### src/hdl/dd_odo_pkg.sv
// Shared types, constants and the CORDIC angle table of the wheel odometry block.
package dd_odo_pkg;

    localparam int ANGLE_BITS_DEF   = 24;
    localparam int CORDIC_STEPS_DEF = 24;

    // Datapath widths.
    localparam int DATA_W     = 60;  // CORDIC x and y
    localparam int TRAVEL_W   = 56;  // ticks times distance per tick
    localparam int SUM_W      = 57;  // sum or difference of two travels
    localparam int DIVIDEND_W = 50;  // truncated travel times 1000
    localparam int DT_W       = 32;  // elapsed milliseconds
    localparam int POS_W      = 48;

    localparam logic [16:0] GAIN_Q16 = 17'd39797;
    localparam logic [9:0]  MS_PER_S = 10'd1000;

    typedef enum logic [1:0] {
        REG_DIST_PER_TICK = 2'd0,
        REG_WHEEL_BASE    = 2'd1
    } cfg_reg_t;

    typedef enum logic {
        CORDIC_VECTOR = 1'b0,
        CORDIC_ROTATE = 1'b1
    } cordic_mode_t;

    typedef struct packed {
        logic         start;
        cordic_mode_t mode;
    } cordic_ctrl_t;

    typedef enum logic [3:0] {
        ST_IDLE,
        ST_MUL_L,
        ST_MUL_R,
        ST_SPD_L,
        ST_DIV_L,
        ST_SPD_R,
        ST_DIV_R,
        ST_VEC,
        ST_VEC_WAIT,
        ST_ROT_PREP,
        ST_ROT,
        ST_ROT_WAIT,
        ST_DONE
    } state_t;

    typedef struct packed {
        logic signed [31:0] left_count;
        logic signed [31:0] right_count_raw;
        logic        [31:0] now_ms;
    } cmd_word_t;

    typedef struct packed {
        logic signed [47:0] pos_x;
        logic signed [47:0] pos_y;
        logic        [23:0] heading;
        logic signed [31:0] left_speed;
        logic signed [31:0] right_speed;
        logic               no_elapsed_time;
    } res_word_t;

    // atan(2^-i) in units of 2^-32 turn.
    localparam logic [31:0] ATAN_TURN32 [32] = '{
        32'h20000000, 32'h12E4051E, 32'h09FB385B, 32'h051111D4, 32'h028B0D43,
        32'h0145D7E1, 32'h00A2F61E, 32'h00517C55, 32'h0028BE53, 32'h00145F2F,
        32'h000A2F98, 32'h000517CC, 32'h00028BE6, 32'h000145F3, 32'h0000A2FA,
        32'h0000517D, 32'h000028BE, 32'h0000145F, 32'h00000A30, 32'h00000518,
        32'h0000028C, 32'h00000146, 32'h000000A3, 32'h00000051, 32'h00000029,
        32'h00000014, 32'h0000000A, 32'h00000005, 32'h00000003, 32'h00000001,
        32'h00000001, 32'h00000000
    };

    // Table entry rounded to the given angle width.
    function automatic logic [32:0] step_angle(input int idx, input int abits);
        logic [32:0] e;
        e = {1'b0, ATAN_TURN32[idx[4:0]]};
        if (abits < 32)
        begin
            e = (e + (33'd1 << (31 - abits))) >> (32 - abits);
        end
        return e;
    endfunction

endpackage

### src/hdl/dd_odo_div.sv
// Restoring unsigned divider, one quotient bit per cycle.
module dd_odo_div
(
    input  logic                                clk,
    input  logic                                rst_n,
    input  logic                                start,
    input  logic [dd_odo_pkg::DIVIDEND_W-1:0]   dividend,
    input  logic [dd_odo_pkg::DT_W-1:0]         divisor,
    output logic                                done,
    output logic [dd_odo_pkg::DIVIDEND_W-1:0]   quotient
);
    import dd_odo_pkg::*;

    localparam int CNT_W = $clog2(DIVIDEND_W);

    logic                  busy_reg, busy_next;
    logic                  done_reg, done_next;
    logic [CNT_W-1:0]      cnt_reg, cnt_next;
    logic [DT_W-1:0]       rem_reg, rem_next;
    logic [DT_W-1:0]       div_reg, div_next;
    logic [DIVIDEND_W-1:0] quo_reg, quo_next;
    logic [DT_W:0]         trial;

    always_comb
    begin
        busy_next = busy_reg;
        done_next = 1'b0;
        cnt_next  = cnt_reg;
        rem_next  = rem_reg;
        div_next  = div_reg;
        quo_next  = quo_reg;
        trial     = {rem_reg, quo_reg[DIVIDEND_W-1]};
        if (start)
        begin
            busy_next = 1'b1;
            cnt_next  = '0;
            rem_next  = '0;
            div_next  = divisor;
            quo_next  = dividend;
        end
        else if (busy_reg)
        begin
            if (trial >= {1'b0, div_reg})
            begin
                rem_next = DT_W'(trial - {1'b0, div_reg});
                quo_next = {quo_reg[DIVIDEND_W-2:0], 1'b1};
            end
            else
            begin
                rem_next = DT_W'(trial);
                quo_next = {quo_reg[DIVIDEND_W-2:0], 1'b0};
            end
            cnt_next = cnt_reg + 1'b1;
            if (cnt_reg == CNT_W'(DIVIDEND_W - 1))
            begin
                busy_next = 1'b0;
                done_next = 1'b1;
            end
        end
    end

    always_ff @(posedge clk or negedge rst_n)
    begin
        if (!rst_n)
        begin
            busy_reg <= 1'b0;
            done_reg <= 1'b0;
            cnt_reg  <= '0;
        end
        else
        begin
            busy_reg <= busy_next;
            done_reg <= done_next;
            cnt_reg  <= cnt_next;
        end
    end

    always_ff @(posedge clk)
    begin
        rem_reg <= rem_next;
        div_reg <= div_next;
        quo_reg <= quo_next;
    end

    assign done     = done_reg;
    assign quotient = quo_reg;

endmodule

### config.mk
export PLATFORM = sky130hd
export DESIGN_NAME = dd_odo_div
export DESIGN_NICKNAME = d
export VERILOG_FILES = /design/src/hdl/dd_odo_pkg.sv /design/src/hdl/dd_odo_div.sv
export SDC_FILE = /design/constraint.sdc
export NUM_CORES = 1
export LEC_CHECK = 0
export BUFFER_PORTS_ARGS = -buffer_cell sky130_fd_sc_hd__buf_2
export CAP_MARGIN = 25
export CORE_AREA = 2 2 128 105
export DETAILED_ROUTE_END_ITERATION = 8
export DIE_AREA = 0 0 130 107
export GPL_TIMING_DRIVEN = 1
export MAX_ROUTING_LAYER = met4
export PLACE_DENSITY = 0.9
export SLEW_MARGIN = 40
export SYNTH_ARGS = -nofsm -noshare
export SYNTH_HDL_FRONTEND = slang
export SYNTH_SLANG_ARGS = --single-unit
### constraint.sdc
create_clock -name clk -period 3.9 [get_ports clk]
set_input_delay 0.78 -clock clk [delete_from_list [all_inputs] [get_ports clk]]
set_output_delay 0.78 -clock clk [all_outputs]
set_load 0.005 [all_outputs]
# Yosys cells after proc, flatten, opt, wreduce, memory -nomap -nowiden
# Index checks and enable logic that the tools add are counted.
# word_totals
word_cells	23
input_bits	85
ff_bits	122
out_inout_bits	51
# op_classes
n_addsub	2
reduce_logical	1
order_cmp	1
eq_ne	1
mux	12
# op_table
op	n
$mux W50	2
$ge A33 B32 Y1	1
$mux W32	1
$sub A32 B32 Y32	1
$mux W6	2
$mux W1	7
$add A6 B1 Y6 const B	1
$eq A6 B6 Y1 const B	1
$reduce_bool A2 Y1	1

# Depth between registers and ports, before layout
# logic_depth
depth_word	4
depth_mapped	14
ltp_nobuf	12

# Least setup slack after synthesis
# OpenSTA, ideal clock, no wires.
# synth_timing
kind	register to register
startpoint	register div_reg[1]
endpoint	register quo_reg[0], in the netlist quotient[0], data pin
arrival_ns	2.451
synth_period_minus_slack_ns	2.711
path_buffers	2
required_ns	3.640
slack_ns	1.189
stages_incl_launch_ff	13
setup_time_ns	0.260
path_cell_list	edfxtp_1 > inv_1 > ha_1 > nor2b_1 > o21ai_2 > o211ai_4 > a2111oi_2 > or2_4 > a211oi_2 > nand2b_1 > buf_6 > buf_4 > mux2_2
# synth_between
elab_chain_cells	4
# synth_rtl
element	line	source
from (decl)	dd_odo_div.sv:20	logic [DT_W-1:0] div_reg, div_next;
from (signal assigned)	dd_odo_div.sv:81	div_reg <= div_next;
$ge A33 B32 Y1	dd_odo_div.sv:43	if (trial >= {1'b0, div_reg})
$mux W1	dd_odo_div.sv:43	
$mux W50	dd_odo_div.sv:41	else if (busy_reg)
$mux W50	dd_odo_div.sv:33	if (start)
via quo_next[0]	dd_odo_div.sv:21	logic [DIVIDEND_W-1:0] quo_reg, quo_next;
to (signal assigned)	dd_odo_div.sv:82	quo_reg <= quo_next;
to (decl)	dd_odo_div.sv:21	
# The timed path passes the listed nets, and every way through them passes these cells. The select of a mux whose other input is x is not followed.
# A chain may end at the register's enable or synchronous reset.

# Worst setup path in the final report
# layout_timing
startpoint	register rem_reg[25]
endpoint	register rem_reg[11]
# layout_between
elab_chain_cells	2
# layout_rtl
element	line	source
from (decl)	dd_odo_div.sv:19	logic [DT_W-1:0] rem_reg, rem_next;
from (signal assigned)	dd_odo_div.sv:80	rem_reg <= rem_next;
$ge A33 B32 Y1	dd_odo_div.sv:43	
$mux W32	dd_odo_div.sv:43	
# No other way between the ends.

==> metrics.cfg <==
[timing]
finalHoldViolations = 0
tns_ps = 0
skew_ps = 8.48
period_needed_ps = 3240
fmax_mhz = 309
fin_crit_sh = 0.830
setup-violations-final = 0
drv_slew = 0
rsz0062_at_grt = false
hold_slack_ps = 195
relSlewSlack = 0.449
tightest_slew_ps = 827

[worst_setup_path]
start_kind = flip-flop
worstPathArrival_ps = 3550
cp_max_fo = 19
ff2ff_path_depth = 11
crit_type = flip-flop to flip-flop
end_kind = flip-flop
required_ps = 4210

[power]
p_int_mw = 3.55
power_mw = 5.61
comb_power_share = 0.405
switchingPower_mw = 2.06
switching_share = 0.367
power.share.clock = 0.271
irDropWorstVdd_mv = 0.452
leakage_nw = 3.50
p_seq_frac = 0.324
power_density_mw_per_mm2 = 688

[cts]
clock-sinks = 122
ctsHtreeMaxLevel = 4
cts_tree = done
clkTransAtPathRegs_ps = 60
clk-insertion-delay-late_ps = 420
ctsRootBufferMaster = clkbuf_16
max-clock-path-buffers = 2
cts.repair.resized = 0
postCtsSetupBuffers = 0
cts-buffers-inserted = 17
cts_hold_buf = 0

[die]
die_area_mm2 = 0.0139
core_mm2 = 0.0126
die_x_um = 130
die_y_um = 107
num_rows = 37
ios = 136
start_util = 0.540

[synthesis]
synth_area_mm2 = 0.00682
synth_cell_types = 62
synth-async-reset-ratio = 0.0656
synth_top_area_frac = 0.361
ys_ff_latch = 122
synth_edf_count = 82
synthCells = 620
ys.flop_type = edfxtp_1
synthTopCellsByArea = edfxtp_1, dfxtp_1, mux2_2
ys_seq_area_frac = 0.484
ys_warn_count = 0
postSynthAreaPerCell_um2 = 11.0
synth_area_leader_cell = edfxtp_1
syn_nets = 740

[detailed_routing]
vias = 5170
drt_iter0_markers = 396
ant_nets = 0
wire_per_inst_um = 16.1
dr.pass1.iters = 6
viasPerCell = 5.56
wl_mm = 15.0
drc = 0

[cells_and_area]
largest_reg_flops = 50
ff_latch_area_mm2 = 0.00330
syn_to_final_growth_pct = 19.3
fill_cells = 1018
drive_above_1_share = 0.310
multiInputGateArea_mm2 = 0.00319
n_antenna_cell = 0
final_util = 0.644
fin_nets = 862

[grt]
grt_antenna_before_repair = 0
grt_max_degree = 66
grt_pass1_wl_mm = 24.7
grt_use_total = 0.235
overflow = 0
grt_pass1_vias = 5046

[flow_run]
drv_cap = 0

[placement]
io_buffers = 135
place_hpwl_mm = 10.6
gp_congestion = 1.01

[run_status]
status = completed

[hold_path]
hold_path_class = input pin to async pin

-- synth_stat cells, types with 4 or more instances --
| cell | n |
|---|---|
| xnor2_1 | 19 |
| nand2b_1 | 6 |
| inv_1 | 38 |
| o211ai_1 | 4 |
| nor2b_1 | 6 |
| a21o_1 | 13 |
| ha_1 | 34 |
| a21oi_1 | 30 |
| nor2_1 | 46 |
| clkbuf_1 | 24 |
| and3_1 | 7 |
| mux2i_1 | 27 |
| nor3_1 | 6 |
| xor2_1 | 13 |
| dfxtp_1 | 32 |
| edfxtp_1 | 82 |
| a31oi_1 | 10 |
| a211oi_1 | 24 |
| o21ai_0 | 14 |
| mux2_2 | 50 |
| nand4_1 | 7 |
| nand2_1 | 32 |
| buf_1 | 6 |
| dfrtp_1 | 8 |
| and2_1 | 5 |
| nand3_1 | 12 |
| o21ai_1 | 13 |
-- logic make-up (layout without fill, tap and decap cells) --
family,count (synthesis),count (layout),synth area share
adders and majority gates,35,35,0.0653
AOI/OAI and AO/OA,136,136,0.135
muxes,78,78,0.124
xor gates and xnor gates,32,32,0.0411
DFF,122,122,0.484
buffers and inverters,75,210,0.0482
and+or+nand+nor,142,142,0.102
-- power groups by stage --
| stage | combinational [mW] | sequential (mW) | clock [mW] |
|---|---|---|---|
| after floorplan | 1.87 | 1.79 | 0 |
| after CTS | 2.24 | 1.81 | 1.54 |
| final | 2.27 | 1.82 | 1.52 |
| after global routing | 2.49 | 1.85 | 1.59 |
| after global placement | 2.18 | 1.83 | 0 |
| after detailed placement | 2.22 | 1.83 | 0 |
-- critical path, cell delays in order (launching register included) --
cell      delay, ps
dfxtp_1         340
ha_1            400
a21o_1          210
a21o_1          190
a21o_1          190
a31oi_1         170
o21ai_1          90
a211oi_1        360
nand2b_2        370
buf_4           370
mux2i_1         150
a211oi_1        280
-- metrics by stage --
stage,cells,setup slack [ps],cell area (um^2)
3_5_place_dp,898,720,7580
3_3_place_gp,898,753,7570
4_1_cts,930,663,8140
2_1_floorplan,620,1190,6820
6_report,930,662,8140
5_1_grt,930,457,8140
-- layout by cell type, fill, tap and decap left out, drive strengths merged, types with 18 or more instances in the layout --
cell	n
mux2	51
nand2	32
o21ai	28
nor2	46
dfxtp	32
buf	140
xnor2	19
ha	34
inv	45
a21oi	31
clkbuf	18
edfxtp	82
a211oi	26
mux2i	27
-- cell type report --
type                       count  share of cell area
tap                          175              0.0269
multi-input combinational    423               0.392
inverter                      38              0.0178
sequential                   122               0.406
clock buffer                  18              0.0527
clock inverter                14              0.0167
timing repair buffer         140              0.0879
-- worst paths after layout --
kind | start | endpoint | slack [ps]
setup / recovery | rem_reg[25] | rem_reg[11] | 660
hold / removal | rst_n | cnt_reg[4] | 200
setup reg to reg | rem_reg[25] | rem_reg[11] | 660
hold reg to reg | rem_reg[20] | rem_reg[20] | 470
max in group asynchronous | rst_n | cnt_reg[2] | 3530
min in group clk | rem_reg[20] | rem_reg[20] | 470
-- routing by layer --
layer / GRT usage / up-vias / share of wire
li1: - / 2526 / -
met1: 0.322 / 2404 / 0.47
met2: 0.346 / 216 / 0.44
met3: 0.0639 / 24 / 0.076
met4: 0.0645 / 0 / 0.014
met5: - / - / 0
No activity file was read; power rests on OpenSTA's default activity.
